**src/rtl/model_device_fixed_assigner_macros.svh**
```systemverilog
// ----------------------------------------------------------------------------
// model_device_fixed_assigner_macros
// assertion macros shared by the assigner rtl
// ----------------------------------------------------------------------------
`ifndef MODEL_DEVICE_FIXED_ASSIGNER_MACROS_SVH
`define MODEL_DEVICE_FIXED_ASSIGNER_MACROS_SVH

// same-cycle implication under reset
`define MDFA_ASSERT_IMPLIES(name, clk, rst_n, ante, cons) \
	name: assert property (@(posedge clk) disable iff (!rst_n) (ante) |-> (cons)) \
		else $error("same-cycle check failed");

// next-cycle implication under reset
`define MDFA_ASSERT_NEXT(name, clk, rst_n, ante, cons) \
	name: assert property (@(posedge clk) disable iff (!rst_n) (ante) |=> (cons)) \
		else $error("next-cycle check failed");

`endif

```
**src/rtl/mdfa_pkg.sv**
```systemverilog
// ----------------------------------------------------------------------------
// mdfa_pkg
// sizes, op codes and shared types of the model device fixed assigner
// ----------------------------------------------------------------------------
package mdfa_pkg;

	// table sizes
	localparam int MAX_MODELS  = 16;
	localparam int NUM_DEVICES = 4;

	localparam int MODEL_W = $clog2(MAX_MODELS);
	localparam int PTR_W   = MODEL_W + 1;
	localparam int DEV_W   = $clog2(NUM_DEVICES);
	localparam int POP_W   = $clog2(NUM_DEVICES + 1);
	localparam int CNT_W   = $clog2(MAX_MODELS + 1);

	// fixed field widths of the channels
	localparam int FLD_OP_W    = 2;
	localparam int FLD_MODEL_W = 4;
	localparam int FLD_MASK_W  = 4;
	localparam int FLD_DEV_W   = 2;
	localparam int FLD_CNT_W   = 5;

	// op codes
	localparam logic [FLD_OP_W-1:0] OP_LOAD     = 2'd0;
	localparam logic [FLD_OP_W-1:0] OP_ASSIGN   = 2'd1;
	localparam logic [FLD_OP_W-1:0] OP_DISPATCH = 2'd2;

	// table access from the sequencer
	typedef struct packed {
		logic                   rd_en;
		logic [MODEL_W-1:0]     rd_idx;
		logic                   sup_we;
		logic [MODEL_W-1:0]     sup_idx;
		logic [NUM_DEVICES-1:0] sup_mask;
		logic                   fix_we;
		logic [MODEL_W-1:0]     fix_idx;
		logic [DEV_W-1:0]       fix_dev;
	} store_req_t;

	// registered read data, empty for models never loaded
	typedef struct packed {
		logic [NUM_DEVICES-1:0] mask;
		logic [DEV_W-1:0]       fixed;
	} store_rd_t;

	// best candidate of the current scan
	typedef struct packed {
		logic               vld;
		logic [POP_W-1:0]   pop;
		logic [MODEL_W-1:0] idx;
	} best_t;

	// result item
	typedef struct packed {
		logic [FLD_DEV_W-1:0]   device;
		logic [FLD_MODEL_W-1:0] out_model;
		logic                   status;
		logic [FLD_CNT_W-1:0]   assigned_count;
	} out_item_t;

endpackage

```
**src/rtl/mdfa_if.sv**
```systemverilog
// ----------------------------------------------------------------------------
// mdfa_if
// request and response channels with valid/ready handshake
// ----------------------------------------------------------------------------
interface mdfa_req_if;
	import mdfa_pkg::*;

	logic                   valid;
	logic                   ready;
	logic [FLD_OP_W-1:0]    op;
	logic [FLD_MODEL_W-1:0] model_num;
	logic [FLD_MASK_W-1:0]  support_mask;
	logic                   device_given;
	logic [FLD_DEV_W-1:0]   job_device;

	modport source (output valid, op, model_num, support_mask, device_given, job_device,
		input ready);
	modport sink (input valid, op, model_num, support_mask, device_given, job_device,
		output ready);
endinterface

interface mdfa_rsp_if;
	import mdfa_pkg::*;

	logic                   valid;
	logic                   ready;
	logic [FLD_DEV_W-1:0]   device;
	logic [FLD_MODEL_W-1:0] out_model;
	logic                   status;
	logic [FLD_CNT_W-1:0]   assigned_count;

	modport source (output valid, device, out_model, status, assigned_count, input ready);
	modport sink (input valid, device, out_model, status, assigned_count, output ready);
endinterface

```
**src/rtl/mdfa_pick.sv**
```systemverilog
// ----------------------------------------------------------------------------
// mdfa_pick
// shared compare unit: support count of one model and best-candidate test
// ----------------------------------------------------------------------------
module mdfa_pick (
	input  logic [mdfa_pkg::NUM_DEVICES-1:0] mask,
	input  logic [mdfa_pkg::DEV_W-1:0]       dev,
	input  logic                             remaining,
	input  mdfa_pkg::best_t                  best,
	output logic [mdfa_pkg::POP_W-1:0]       pop,
	output logic                             better
);
	import mdfa_pkg::*;

	// number of supporting devices
	always_comb begin
		pop = '0;
		for (int i = 0; i < NUM_DEVICES; i++) begin
			pop = pop + POP_W'(mask[i]);
		end
	end

	// strictly fewer devices wins, so ties keep the lower id seen first
	assign better = remaining && mask[dev] && (!best.vld || (pop < best.pop));

endmodule

```
**src/rtl/mdfa_store.sv**
```systemverilog
// ----------------------------------------------------------------------------
// mdfa_store
// support mask and fixed device tables with present and written bits
// ----------------------------------------------------------------------------
module mdfa_store (
	input  logic                 clk,
	input  logic                 arst_n,
	input  mdfa_pkg::store_req_t sreq,
	output mdfa_pkg::store_rd_t  srd
);
	import mdfa_pkg::*;

	logic [NUM_DEVICES-1:0] sup_mem [MAX_MODELS];
	logic [DEV_W-1:0]       fix_mem [MAX_MODELS];

	logic [MAX_MODELS-1:0]  present_q;
	logic [MAX_MODELS-1:0]  fix_vld_q;
	logic [NUM_DEVICES-1:0] mask_rd_q;
	logic [DEV_W-1:0]       fix_rd_q;
	logic                   pres_rd_q;
	logic                   fixv_rd_q;

	// table writes and registered reads
	always_ff @(posedge clk) begin
		if (sreq.sup_we) begin
			sup_mem[sreq.sup_idx] <= sreq.sup_mask;
		end
		if (sreq.fix_we) begin
			fix_mem[sreq.fix_idx] <= sreq.fix_dev;
		end
		if (sreq.rd_en) begin
			mask_rd_q <= sup_mem[sreq.rd_idx];
			fix_rd_q  <= fix_mem[sreq.rd_idx];
		end
	end

	// per-entry valid bits, cleared at reset
	always_ff @(posedge clk or negedge arst_n) begin
		if (!arst_n) begin
			present_q <= '0;
			fix_vld_q <= '0;
			pres_rd_q <= 1'b0;
			fixv_rd_q <= 1'b0;
		end else begin
			if (sreq.sup_we) begin
				present_q[sreq.sup_idx] <= 1'b1;
			end
			if (sreq.fix_we) begin
				fix_vld_q[sreq.fix_idx] <= 1'b1;
			end
			if (sreq.rd_en) begin
				pres_rd_q <= present_q[sreq.rd_idx];
				fixv_rd_q <= fix_vld_q[sreq.rd_idx];
			end
		end
	end

	// unwritten entries read as their reset value
	assign srd.mask  = pres_rd_q ? mask_rd_q : '0;
	assign srd.fixed = fixv_rd_q ? fix_rd_q : '0;

endmodule

```
**src/rtl/model_device_fixed_assigner.sv**
```systemverilog
// ----------------------------------------------------------------------------
// model_device_fixed_assigner
// keeps per-model device support, fixes one device per model, answers jobs
// ----------------------------------------------------------------------------
// Usage:
// req carries one command per transfer: load a model's support mask, run the
// assignment, or dispatch a job. rsp returns exactly one item per command.
// req.ready is high only while the sequencer is idle; one command is worked
// on at a time.
// Load, dispatch and unknown ops: the sequencer moves to ST_DISP or ST_RESP,
// then loads the result into the output register, which raises rsp.valid (a
// dispatch waits for the registered table read); the next command is taken
// once it is back in idle. Assignment: one pass over the support table builds
// the remaining set, then a device pointer step and a scan pass alternate until
// every supported model is fixed (at most MAX_MODELS*NUM_DEVICES scan passes);
// one compare unit visits one model per cycle. ST_RESP follows the last step.
// The result sits in an output register: a new command is taken while it
// waits, and a stalled rsp only holds the next result back in the sequencer.
// Reset (arst_n low) clears all tables to empty, fixed devices to device 0
// and the last assignment count to zero, and drops any pending result.
// ----------------------------------------------------------------------------
`include "model_device_fixed_assigner_macros.svh"

module model_device_fixed_assigner (
	input  logic       clk,
	input  logic       arst_n,
	mdfa_req_if.sink   req,
	mdfa_rsp_if.source rsp
);
	import mdfa_pkg::*;

	localparam logic [2:0] ST_IDLE = 3'd0;
	localparam logic [2:0] ST_DISP = 3'd1;
	localparam logic [2:0] ST_INIT = 3'd2;
	localparam logic [2:0] ST_SCAN = 3'd3;
	localparam logic [2:0] ST_STEP = 3'd4;
	localparam logic [2:0] ST_RESP = 3'd5;

	localparam logic [PTR_W-1:0] PTR_END = PTR_W'(MAX_MODELS);

	logic [2:0]             state_q;
	logic [PTR_W-1:0]       ptr_q;
	logic [MAX_MODELS-1:0]  remaining_q;
	logic [CNT_W-1:0]       picked_q;
	logic [CNT_W-1:0]       last_count_q;
	logic [DEV_W-1:0]       dev_q;
	best_t                  best_q;
	logic [FLD_MODEL_W-1:0] model_q;
	logic                   given_q;
	logic [FLD_DEV_W-1:0]   jdev_q;
	out_item_t              res_q;
	out_item_t              out_q;
	logic                   out_valid_q;

	logic                   accept;
	logic                   in_range;
	logic                   pass_end;
	logic                   data_vld;
	logic [MODEL_W-1:0]     cur_idx;
	logic [MAX_MODELS-1:0]  rem_next;
	logic [CNT_W-1:0]       cnt_next;
	logic [DEV_W-1:0]       dev_next;
	logic                   out_free;
	logic                   load_out;
	logic [POP_W-1:0]       pop;
	logic                   better;
	logic [DEV_W-1:0]       disp_dev;
	out_item_t              disp_res;
	out_item_t              result;
	store_req_t             sreq;
	store_rd_t              srd;

	// handshake and pass bookkeeping
	assign req.ready = (state_q == ST_IDLE);
	assign accept    = req.valid && req.ready;
	assign in_range  = int'(req.model_num) < MAX_MODELS;
	assign pass_end  = (ptr_q == PTR_END);
	assign data_vld  = (ptr_q != '0);
	assign cur_idx   = MODEL_W'(ptr_q - PTR_W'(1));
	assign out_free  = !out_valid_q || rsp.ready;
	assign load_out  = ((state_q == ST_DISP) || (state_q == ST_RESP)) && out_free;

	// effect of one device pointer step
	always_comb begin
		rem_next = remaining_q;
		if (best_q.vld) begin
			rem_next = remaining_q & ~(MAX_MODELS'(1) << best_q.idx);
		end
		cnt_next = picked_q + CNT_W'(best_q.vld);
		dev_next = (int'(dev_q) == NUM_DEVICES - 1) ? '0 : dev_q + DEV_W'(1);
	end

	// table access
	always_comb begin
		sreq.rd_en    = accept || (((state_q == ST_INIT) || (state_q == ST_SCAN)) && !pass_end);
		sreq.rd_idx   = (state_q == ST_IDLE) ? MODEL_W'(req.model_num) : MODEL_W'(ptr_q);
		sreq.sup_we   = accept && (req.op == OP_LOAD) && in_range;
		sreq.sup_idx  = MODEL_W'(req.model_num);
		sreq.sup_mask = NUM_DEVICES'(req.support_mask);
		sreq.fix_we   = (state_q == ST_STEP) && best_q.vld;
		sreq.fix_idx  = best_q.idx;
		sreq.fix_dev  = dev_q;
	end

	mdfa_store u_store (
		.clk    (clk),
		.arst_n (arst_n),
		.sreq   (sreq),
		.srd    (srd)
	);

	mdfa_pick u_pick (
		.mask      (srd.mask),
		.dev       (dev_q),
		.remaining (remaining_q[cur_idx]),
		.best      (best_q),
		.pop       (pop),
		.better    (better)
	);

	// dispatch answer from the registered table read
	always_comb begin
		if (given_q && (int'(jdev_q) < NUM_DEVICES)) begin
			disp_dev = DEV_W'(jdev_q);
		end else begin
			disp_dev = srd.fixed;
		end
		disp_res.out_model      = model_q;
		disp_res.assigned_count = FLD_CNT_W'(last_count_q);
		if (int'(model_q) < MAX_MODELS) begin
			disp_res.device = FLD_DEV_W'(disp_dev);
			disp_res.status = !srd.mask[disp_dev];
		end else begin
			disp_res.device = '0;
			disp_res.status = 1'b1;
		end
		result = (state_q == ST_DISP) ? disp_res : res_q;
	end

	// sequencer
	always_ff @(posedge clk or negedge arst_n) begin
		if (!arst_n) begin
			state_q      <= ST_IDLE;
			ptr_q        <= '0;
			remaining_q  <= '0;
			picked_q     <= '0;
			last_count_q <= '0;
			dev_q        <= '0;
			best_q       <= '0;
			model_q      <= '0;
			given_q      <= 1'b0;
			jdev_q       <= '0;
			res_q        <= '0;
		end else begin
			case (state_q)
				ST_IDLE: begin
					if (accept) begin
						model_q <= req.model_num;
						given_q <= req.device_given;
						jdev_q  <= req.job_device;
						res_q.device         <= '0;
						res_q.out_model      <= req.model_num;
						res_q.status         <= 1'b0;
						res_q.assigned_count <= FLD_CNT_W'(last_count_q);
						case (req.op)
							OP_ASSIGN: begin
								ptr_q       <= '0;
								remaining_q <= '0;
								picked_q    <= '0;
								// the step after the init pass wraps this to device 0
								dev_q       <= DEV_W'(NUM_DEVICES - 1);
								best_q      <= '0;
								state_q     <= ST_INIT;
							end
							OP_DISPATCH: state_q <= ST_DISP;
							default: state_q <= ST_RESP;
						endcase
					end
				end
				ST_INIT: begin
					// models with a non-empty mask join the remaining set
					if (data_vld) begin
						remaining_q[cur_idx] <= |srd.mask;
					end
					if (pass_end) begin
						state_q <= ST_STEP;
					end else begin
						ptr_q <= ptr_q + PTR_W'(1);
					end
				end
				ST_SCAN: begin
					if (data_vld && better) begin
						best_q.vld <= 1'b1;
						best_q.pop <= pop;
						best_q.idx <= cur_idx;
					end
					if (pass_end) begin
						state_q <= ST_STEP;
					end else begin
						ptr_q <= ptr_q + PTR_W'(1);
					end
				end
				ST_STEP: begin
					remaining_q <= rem_next;
					picked_q    <= cnt_next;
					dev_q       <= dev_next;
					ptr_q       <= '0;
					best_q      <= '0;
					if (rem_next == '0) begin
						last_count_q         <= cnt_next;
						res_q.assigned_count <= FLD_CNT_W'(cnt_next);
						state_q              <= ST_RESP;
					end else begin
						state_q <= ST_SCAN;
					end
				end
				ST_DISP, ST_RESP: begin
					if (out_free) begin
						state_q <= ST_IDLE;
					end
				end
				default: state_q <= ST_IDLE;
			endcase
		end
	end

	// output register
	always_ff @(posedge clk or negedge arst_n) begin
		if (!arst_n) begin
			out_valid_q <= 1'b0;
			out_q       <= '0;
		end else begin
			if (load_out) begin
				out_valid_q <= 1'b1;
				out_q       <= result;
			end else if (rsp.ready) begin
				out_valid_q <= 1'b0;
			end
		end
	end

	assign rsp.valid          = out_valid_q;
	assign rsp.device         = out_q.device;
	assign rsp.out_model      = out_q.out_model;
	assign rsp.status         = out_q.status;
	assign rsp.assigned_count = out_q.assigned_count;

	// checks
	`MDFA_ASSERT_IMPLIES(a_best_is_remaining, clk, arst_n, ((state_q == ST_STEP) && best_q.vld), remaining_q[best_q.idx])
	`MDFA_ASSERT_NEXT(a_scan_keeps_set, clk, arst_n, (state_q == ST_SCAN), ($stable(remaining_q) && $stable(picked_q)))
	`MDFA_ASSERT_IMPLIES(a_picked_bound, clk, arst_n, (state_q == ST_STEP), (picked_q <= CNT_W'(MAX_MODELS)))
	`MDFA_ASSERT_IMPLIES(a_best_supported, clk, arst_n, ((state_q == ST_SCAN) && best_q.vld), (best_q.pop != '0))

endmodule
```
**src/flat_wrapper.sv**
```systemverilog
// flat-port wrapper written by rule: the top's interface ports become plain ports
module model_device_fixed_assigner_flat import mdfa_pkg::*;
  (clk, arst_n, req_valid, req_op, req_model_num, req_support_mask, req_device_given, req_job_device, req_ready, rsp_valid, rsp_device, rsp_out_model, rsp_status, rsp_assigned_count, rsp_ready);
  mdfa_req_if req_i ();
  mdfa_rsp_if rsp_i ();
  input  logic clk;
  input  logic arst_n;
  input wire logic [$bits(req_i.valid)-1:0] req_valid;
  input wire logic [$bits(req_i.op)-1:0] req_op;
  input wire logic [$bits(req_i.model_num)-1:0] req_model_num;
  input wire logic [$bits(req_i.support_mask)-1:0] req_support_mask;
  input wire logic [$bits(req_i.device_given)-1:0] req_device_given;
  input wire logic [$bits(req_i.job_device)-1:0] req_job_device;
  output wire logic [$bits(req_i.ready)-1:0] req_ready;
  output wire logic [$bits(rsp_i.valid)-1:0] rsp_valid;
  output wire logic [$bits(rsp_i.device)-1:0] rsp_device;
  output wire logic [$bits(rsp_i.out_model)-1:0] rsp_out_model;
  output wire logic [$bits(rsp_i.status)-1:0] rsp_status;
  output wire logic [$bits(rsp_i.assigned_count)-1:0] rsp_assigned_count;
  input wire logic [$bits(rsp_i.ready)-1:0] rsp_ready;
  assign req_i.valid = req_valid;
  assign req_i.op = req_op;
  assign req_i.model_num = req_model_num;
  assign req_i.support_mask = req_support_mask;
  assign req_i.device_given = req_device_given;
  assign req_i.job_device = req_job_device;
  assign req_ready = req_i.ready;
  assign rsp_valid = rsp_i.valid;
  assign rsp_device = rsp_i.device;
  assign rsp_out_model = rsp_i.out_model;
  assign rsp_status = rsp_i.status;
  assign rsp_assigned_count = rsp_i.assigned_count;
  assign rsp_i.ready = rsp_ready;
  model_device_fixed_assigner u_core (.clk(clk), .arst_n(arst_n), .req(req_i), .rsp(rsp_i));
endmodule
```
**config.mk**
```make
export PLATFORM = sky130hd
export DESIGN_NAME = model_device_fixed_assigner_flat
export DESIGN_NICKNAME = d
export VERILOG_FILES = /design/src/rtl/mdfa_pkg.sv /design/src/rtl/mdfa_if.sv /design/src/rtl/mdfa_pick.sv /design/src/rtl/mdfa_store.sv /design/src/rtl/model_device_fixed_assigner.sv /design/src/flat_wrapper.sv
export VERILOG_INCLUDE_DIRS = /design/src /design/src/rtl
export SDC_FILE = /design/constraint.sdc
export NUM_CORES = 1
export LEC_CHECK = 0
export BUFFER_PORTS_ARGS = -buffer_cell sky130_fd_sc_hd__buf_2
export CAP_MARGIN = 5
export CORE_MARGIN = 5
export CORE_UTILIZATION = 45
export DETAILED_ROUTE_END_ITERATION = 10
export GPL_ROUTABILITY_DRIVEN = 1
export RECOVER_POWER = 50
export SLEW_MARGIN = 20
export SYNTH_ARGS = -nofsm -noshare
export SYNTH_HDL_FRONTEND = slang
export SYNTH_SLANG_ARGS = --single-unit
```
**constraint.sdc**
```tcl
create_clock -name clk -period 3.75 [get_ports clk]
set_input_delay 0.375 -clock clk [delete_from_list [all_inputs] [get_ports clk]]
set_output_delay 0.375 -clock clk [all_outputs]
set_load 0.05 [all_outputs]
```
# Word-level counts from Yosys, hierarchy flattened
# Memories as Yosys holds them, arrays and structs flattened. A register that Yosys moved wholly into a read port is not among the register bits.
# Cells that the tools add are included.
[totals] output_inout_bits=14 n_memories=2 reg_bits=103 in_bits=17 elab_cells=158 ramBits=96
[memory_table] memory="u_core.u_store.sup_mem" depth=16 word_bits=4 read_ports=1 rd_clocked_by_memory_dff=1 write_ports=1 line="mdfa_store.sv:13" source="logic [NUM_DEVICES-1:0] sup_mem [MAX_MODELS];"
[memory_table] memory="u_core.u_store.fix_mem" depth=16 word_bits=2 read_ports=1 rd_clocked_by_memory_dff=1 write_ports=1 line="mdfa_store.sv:14" source="logic [DEV_W-1:0] fix_mem [MAX_MODELS];"
[op_classes] add_sub_neg=7 muxes=55 n_reduce_logical=40 bitwise_logic=4 order_cmp=10 shifts=1 n_eq_ne=17
[op_table] op="16-bit 2-to-1 mux" n=4
[op_table] op="16-bit one-hot mux with 3 select lines" n=1
[op_table] op="16-bit bitwise OR" n=2
[op_table] op="5-bit 2-to-1 mux" n=5
[op_table] op="8-bit 2-to-1 mux" n=3
[op_table] op="8-bit one-hot mux with 3 select lines" n=1
[op_table] op="4-bit by 5-bit < comparator with 1-bit output (second input constant)" n=4
[op_table] op="5-bit one-hot mux with 2 select lines" n=2
[op_table] op="16-bit bitwise AND" n=1
[op_table] op="16-bit bitwise mux" n=1
[op_table] op="16-bit logical NOT" n=1
[op_table] op="16-bit NOT" n=1
[op_table] op="1-bit by 4-bit << shifter with 16-bit output (first input constant)" n=1
[op_table] op="5-bit one-hot mux with 3 select lines" n=1
[op_table] op="1-bit 2-to-1 mux" n=14
[op_table] op="1-bit binary-select mux with 4-bit select" n=3
[op_table] op="1-bit demux with 4-bit select" n=3
[op_table] op="4-bit by 1-bit >= comparator with 1-bit output (second input constant)" n=3
[op_table] op="12-bit 2-to-1 mux" n=1
[op_table] op="3-bit 2-to-1 mux" n=4
[op_table] op="3-bit one-hot mux with 4 select lines" n=1
[op_table] op="4-bit AND reduction" n=3
[op_table] op="1-bit logical AND" n=11
[op_table] op="2-bit 2-to-1 mux" n=5
[op_table] op="other kinds (32)" n=58

# Logic depth before layout (Yosys ltp)
# Gate-level depths: netlist of run 1.
[logic_depth] depth_word=10 depth_mapped=12

# Modules after synthesis
# Synthesis of run 1 repeated with hierarchy kept, for this count alone.
[unflattened] cells_unflattened=717 hier_area_um2=9567.9
[by_module_without_submodules] mod="mdfa_store" seq_area_each_um2=3913.8 cells_per_inst=275 area_per_inst_um2=5388.9 instances=1
[by_module_without_submodules] mod="model_device_fixed_assigner" seq_area_each_um2=1726.7 cells_per_inst=427 area_per_inst_um2=4020.1 instances=1
[by_module_without_submodules] mod="mdfa_pick" seq_area_each_um2=0.0 cells_per_inst=15 area_per_inst_um2=158.9 instances=1

# Worst setup path after synthesis of run 1
# OpenSTA, ideal clock, no wires.
[synth_path] path_type="reg2reg" startpoint="register u_core.u_store.pres_rd_q" endpoint="register u_core.best_q[0] in the netlist's numbering" arrival_time_ps=2711 slack_ps=896 required_ps=3607 path_stages_with_launch=12 n_path_buf=0 cell_sequence="dfrtp_1 -> nand2_1 -> fa_1 -> inv_1 -> ha_1 -> ha_1 -> ha_1 -> a21o_1 -> a21o_1 -> a21oi_1 -> nand3_1 -> mux2i_1"
[synth_between] elab_chain_cells=10 word_cells_on_any_way=13 cone_classes="add/sub (3); order compare (1); eq/ne (1); mux (3); reduce/logical (5)"
[synth_lines] item="start, declared" line="mdfa_store.sv:20" source="logic pres_rd_q;"
[synth_lines] item="start signal, assigned" line="mdfa_store.sv:52" source="pres_rd_q <= present_q[sreq.rd_idx];"
[synth_lines] item="4-bit 2-to-1 mux *" line="mdfa_store.sv:59" source="assign srd.mask = pres_rd_q ? mask_rd_q : '0;"
[synth_lines] item="1-bit by 1-bit adder with 2-bit output" line="mdfa_pick.sv:19" source="pop = pop + POP_W'(mask[i]);"
[synth_lines] item="2-bit by 1-bit adder with 3-bit output" line="mdfa_pick.sv:19"
[synth_lines] item="3-bit by 1-bit adder with 3-bit output" line="mdfa_pick.sv:19"
[synth_lines] item="3-bit < comparator" line="mdfa_pick.sv:24" source="assign better = remaining && mask[dev] && (!best.vld || (pop < best.pop));"
[synth_lines] item="1-bit logical OR" line="mdfa_pick.sv:24"
[synth_lines] item="1-bit logical AND *" line="mdfa_pick.sv:24"
[synth_lines] item="1-bit logical AND *" line="model_device_fixed_assigner.sv:192" source="if (data_vld && better) begin"
[synth_lines] item="2-bit != test (no source line) *"
[synth_lines] item="4-bit AND reduction (no source line) *"
[synth_lines] item="end, declared" line="model_device_fixed_assigner.sv:47" source="best_t best_q;"
# Every way passes the cells marked *; elsewhere a longest branch is shown, timed or not. The select of a mux whose other input is x is not followed.
# A chain may end at the register's enable or synchronous reset.

# Worst setup path in the final report of run 1
# Same ends and word-level chain as after synthesis.

==> results.cfg, run 1 <==
[critical_path]
path_max_fanout = 8
critPathMaxStageDelay_ns = 0.57
crit_top_cell = ha_1
reg2reg_to = u_core.best_q[0]
crit_path_end_kind = flip-flop
path_class = flip-flop to flip-flop
worstSetupPathDepth = 11
cp_slowest_cell = fa_1
crit_family = adder cells
crit_chain = nand2_1, fa_1, inv_1, ha_1, ha_1, ha_1, a21o_1, a21o_1, a21oi_1, nand3_1, mux2i_1
cp_num_buf_inv = 1
reg2reg_from = u_core.u_store.pres_rd_q
required_ns = 4.19
crit_arrival_ns = 3.60
rr_worst_depth = 11
start_kind = flip-flop
r2r_setup_slack_ns = 0.59

[power]
ir_drop_mv = 0.392
leakage_nw = 4.46
power_density_mw_per_mm2 = 838
p_total_mw = 9.12

[final_layout]
utilization_pct = 51.5
final_area_mm2 = 0.0109
final_cells = 1142
final_layout_size_suffix_gt1_share_pct = 14.5
n_antenna_cell = 0
multi_input_area_mm2 = 0.00379
register_area_mm2 = 0.00564
final_nets = 886
n_fill_cell = 1838
area_growth_pct = 11.8

[routing]
post-route-drc-count = 0
drtIter0Drc = 547
via_per_inst = 5.78
drtPass1Iterations = 5
post_drt_wl_per_cell_um = 20.7
vias = 6603
routed_wl_um = 23700
ant_nets = 0

[sta]
min_period_ns = 3.16
fmax_mhz = 316
drv_slew = 48
rsz0062_at_grt = no
setup_ws_ns = 0.588
relSlewSlack_pct = -80.6
hold_viol_final = 0
setup-tns-final_ns = 0
fin_crit_sh_pct = 84.3
worstMarginPinSlew_ns = 2.71
final-setup-viol-count = 0
finClkSkew_ns = 0.0126
hold_slack_ns = 0.0490

[synthesis]
synth_area_leaders = edfxtp_1, dfrtp_1, nand2_1
synth.avg_cell_area_um2 = 11.9
synth_top_area_share_pct = 31.5
synth_edf_count = 102
syn-instance-count = 819
synth_seq_cells = 205
synth_area_mm2 = 0.00973
yosys.area.top_type = edfxtp_1
synth_most_common_cell = nand2_1
ys_async_sr_fraction_pct = 50.2
synth_cell_types = 68
yosysSeqAreaShare_pct = 58.0
synth_flop_cell = dfrtp_1
syn_nets = 854
ys_warn_count = 0
synth.top_cells.by_count = nand2_1, dfrtp_1, edfxtp_1, nor2_1, mux2i_1

[grt]
grt_use_total_pct = 19.4
first_global_vias = 6700
overflow = 0
grt_pass1_wl_um = 37800
grt_max_degree = 48
antenna_found_initial = 0

[floorplan]
die_area_mm2 = 0.0247
die_w_um = 157
row_count = 53
io_pins = 31
core_area_mm2 = 0.0212
start_util_pct = 46.0
die_h_um = 157

[worst_hold_path]
hold_path_depth = 3
min_path_type = primary input to flip-flop
min_to = u_core.jdev_q[0]
hold_start = req_job_device[0]

[clocking]
cts_tree = yes
cts.clk_slew.worst_paths_ns = 0.06
htreeDepth = 1
root_buffer = clkbuf_16
cts_inserted_buffers = 23
cts.path.max_buffers = 3
clock_sinks = 205
clock_latency_ns = 0.52
cts_setup_buffers = 0

[placement]
dp_cells = 1100
placed_area_mm2 = 0.0101
dp_slack_ns = 0.575
gp_congestion = 0.929
detailedPlacementHpwl_um = 16800
io_buffer_count = 30

[outcome]
outcome = finished with violations
violations = capacitance limit, slew limit

[run]
maxCapViolations = 1
==> cells in the final DEF (no fill, tap or decap), types with 4 or more instances in the layout <==
cell type	synthesis	routed
inv_1	22	22
mux2_2	7	7
nand3_1	21	21
o21ai_0	35	35
mux4_2	18	18
o32ai_1	4	4
mux4_1	5	5
nand2b_1	14	14
a31oi_1	7	7
nand2_1	111	111
or2_1	5	5
o21bai_1	4	4
buf_4	2	14
dfrtp_1	103	103
o22ai_1	12	12
a221oi_1	4	4
clkbuf_1	19	21
o31ai_1	14	14
clkinv_2	0	4
a21oi_1	28	28
a22o_1	5	5
nor2_1	74	74
a32oi_1	7	7
o32a_1	4	4
clkbuf_16	0	23
ha_1	17	17
nor3_1	10	10
buf_2	9	13
or2_2	31	31
nor2b_1	6	6
mux2i_1	39	38
xor2_1	5	5
edfxtp_1	102	102
nand4_1	4	4
and3_1	8	8
==> flip-flops by register name (all words and copies together) (netlist names), 3 cells and up <==
name / count
u_core.best_q: 8
u_core.last_count_q: 5
u_core.model_q: 4
u_core.picked_q: 5
u_core.ptr_q: 5
u_core.remaining_q: 16
u_core.res_q: 5
u_core.rsp.assigned_count: 5
u_core.rsp.out_model: 4
u_core.state_q: 3
u_core.u_store.fix_mem: 32
u_core.u_store.fix_vld_q: 16
u_core.u_store.mask_rd_q: 4
u_core.u_store.present_q: 16
u_core.u_store.sup_mem: 64
==> how the worst max path moves through the flow <==
stage | to | slack, ns | from
floorplan | u_core.best_q[0] | 0.90 | u_core.u_store.pres_rd_q
global placement | u_core.best_q[0] | 0.75 | u_core.u_store.pres_rd_q
detailed placement | u_core.best_q[1] | 0.58 | u_core.u_store.pres_rd_q
CTS | u_core.best_q[4] | 0.56 | u_core.u_store.pres_rd_q
global route | u_core.u_store.present_q[3] | 0.23 | arst_n
finish | u_core.best_q[0] | 0.59 | u_core.u_store.pres_rd_q
==> area by class of cell <==
type | count | area share (%)
clock buffer | 29 | 5.68
clock inverter | 12 | 1.21
inverter | 23 | 0.908
multi-input combinational | 552 | 34.8
sequential | 205 | 51.8
tap | 275 | 3.16
timing repair buffer | 46 | 2.43
==> worst min-delay path: cells and delay by family <==
family / cells / cell delay [ns]
buffers and inverters: 1 / 0.08
and+or+nand+nor: 2 / 0.08
==> metal layers <==
layer,global-route usage (%),vias up,part of all wire (%)
met5,0,-,0
met4,4.71,0,2.2
met3,3.00,50,5.1
met2,32.1,188,48
met1,27.3,3290,44
li1,-,3075,-
==> kinds of logic (layout without fill, tap and decap cells) <==
| kind of cell | count (synthesis) | count (layout) | synth area share [%] |
|---|---|---|---|
| AO/OA/AOI/OAI | 151 | 151 | 10.3 |
| multiplexers | 73 | 73 | 10.9 |
| adder cells (fa/ha/maj) | 18 | 18 | 2.39 |
| AND/OR/NAND/NOR | 303 | 303 | 14.6 |
| XOR/XNOR | 7 | 7 | 0.630 |
| flip-flops | 205 | 205 | 58.0 |
| buffers and inverters | 62 | 110 | 3.18 |
==> power breakdown <==
| part | total [mW] | switching [mW] | internal, mW |
|---|---|---|---|
| sequential | 3.29 | 0.430 | 2.86 |
| combinational | 3.61 | 2.26 | 1.34 |
| clock | 2.22 | 0.905 | 1.31 |
==> what timing repair did <==
action                    CTS  global route
gates resized for setup     0             0
hold endpoints to repair   45             0
hold buffers                1             0
Power figures use the tool's default switching activity.
==> run 2, diff against run 1 <==
==> constraint.sdc (replaced) <==
create_clock -name clk -period 3.27 [get_ports clk]
set_input_delay 0.327 -clock clk [delete_from_list [all_inputs] [get_ports clk]]
set_output_delay 0.327 -clock clk [all_outputs]
set_load 0.05 [all_outputs]
==> run 2 against run 1 <==
The run now ends clean. Utilization rose by 0.44 points. Sequential power rose by 15%. Total power rose by 17%. Global-route usage rose by 0.14 points. Critical path type unchanged. Clock skew fell by 0.0034 ns. Fmax rose by 5.9%. Sequential share of layout area fell by 0.44 points. Wire length barely moved. Highest routed layer unchanged. Combinational power rose by 17%. Final cell count rose by 0.79%. Flip-flop and latch count did not move.
==> results.cfg, run 2 (synthesis results as in run 1) <==
[floorplan]
die_w_um = 157
die_area_mm2 = 0.0247
row_count = 53
core_area_mm2 = 0.0212
start_util_pct = 46.0
io_pins = 31
die_h_um = 157

[sta]
setup-tns-final_ns = 0
drv_slew = 0
relSlewSlack_pct = 3.65
setup_ws_ns = 0.283
final-setup-viol-count = 0
fin_crit_sh_pct = 91.3
rsz0062_at_grt = no
hold_viol_final = 0
finClkSkew_ns = 0.00912
fmax_mhz = 335
worstMarginPinSlew_ns = 1.45
hold_slack_ns = 0.0166
min_period_ns = 2.99

[routing]
drtIter0Drc = 462
vias = 6681
via_per_inst = 5.80
post-route-drc-count = 0
routed_wl_um = 23700
post_drt_wl_per_cell_um = 20.6
ant_nets = 0
drtPass1Iterations = 5

[final_layout]
final_common_cell = nand2_1
n_antenna_cell = 0
final_cell_mix = nand2_1, dfrtp_1, edfxtp_1, nor2_1, mux2i_1
largestRegisters = u_core.u_store.sup_mem x64, u_core.u_store.fix_mem x32
final_nets = 894
utilization_pct = 51.9
final_layout_size_suffix_gt1_share_pct = 14.7
top_register = u_core.u_store.sup_mem
largest_reg_flops = 64
area_growth_pct = 12.8

[clocking]
clock_sinks = 205
cts.path.max_buffers = 3
cts_setup_buffers = 0
root_buffer = clkbuf_16
cts_tree = yes
cts.clk_slew.worst_paths_ns = 0.06
cts_inserted_buffers = 23
htreeDepth = 1
clock_latency_ns = 0.52

[grt]
antenna_found_initial = 0
overflow = 0
grt_use_total_pct = 19.6
first_global_vias = 6818
grt_max_degree = 56
grt_pass1_wl_um = 38100

[critical_path]
crit_arrival_ns = 3.37
path_max_fanout = 8
crit_path_end_kind = flip-flop
start_kind = flip-flop
path_class = flip-flop to flip-flop
required_ns = 3.65

[outcome]
outcome = finished clean

[power]
power_density_mw_per_mm2 = 972
ir_drop_mv = 0.530
leakage_nw = 4.50

[placement]
dp_slack_ns = 0.164
io_buffer_count = 30
gp_congestion = 0.932
detailedPlacementHpwl_um = 16700

[worst_hold_path]
min_path_type = primary input to flip-flop

[run]
maxCapViolations = 0
## run 2: changes by cell type in the layout (fill, tap and decap cells not counted)
cell / previous run / this run
buf_4: 14 / 17
bufinv_16: 2 / 4
clkbuf_1: 21 / 22
clkbuf_2: 0 / 3
clkbuf_8: 2 / 0
clkinv_1: 2 / 6
clkinv_2: 4 / 0
clkinv_4: 1 / 0
clkinvlp_4: 2 / 3
dlygate4sd3_1: 1 / 3
nand3_1: 21 / 20
nand3_2: 0 / 1
## run 2: worst paths after layout
kind	from	end	slack, ns	cells after the start
worst max-delay path	u_core.u_store.pres_rd_q	u_core.best_q[1]	0.28	11
worst min-delay path	req_job_device[1]	u_core.jdev_q[1]	0.02	3
worst max register to register	u_core.u_store.pres_rd_q	u_core.best_q[1]	0.28	11
worst min register to register	u_core.u_store.present_q[2]	u_core.u_store.present_q[2]	0.46	1
max in group asynchronous	arst_n	u_core.u_store.present_q[10]	1.19	3
min in group asynchronous	arst_n	u_core.remaining_q[11]	0.68	2
## run 2: what timing repair did
action | CTS | global route
hold buffers | 3 | 0
resized for setup | 0 | 1
hold endpoints to repair | 55 | 0
endpoints found under the setup margin | 0 | 7
## run 2: stage by stage
step                      std cells  cell area (um^2)  total power [mW]
after floorplan                 819              9730              6.77
after global routing           1151             11000              11.3
after CTS                      1151             11000              10.8
after global placement         1106             10200              7.99
final                          1151             11000              10.7
after detailed placement       1106             10200              8.06
## run 2: cell type report
type,count,area [um^2]
Clock buffer,28,594
Clock inverter,14,185
Fill cell,1829,10200
Inverter,23,98.8
Multi-Input combinational cell,552,3790
Sequential cell,205,5640
Tap cell,275,344
Timing Repair Buffer,54,322
## run 2: power by group
group          internal (mW)  switching, mW  leakage [nW]
registers               3.29          0.495          2.28
clock network           1.62           1.03         0.366
logic                   1.62           2.62          1.85
## run 2: per-layer routing
metal	global-route usage (%)	vias to the layer above	routed length [um]
met1	27.1	3337	10200
li1	-	3089	-
met2	32.2	203	11500
met4	6.15	0	697
met5	0	-	0
met3	2.86	52	1290
## run 2: critical path, stage by stage, from the launching register on
cell,delay (ns)
dfrtp_1,0.43
nand2_1,0.14
fa_1,0.55
inv_1,0.05
ha_1,0.17
ha_1,0.29
ha_1,0.28
a21o_1,0.15
a21o_1,0.17
a21oi_1,0.17
nand3_2,0.24
mux2i_1,0.20
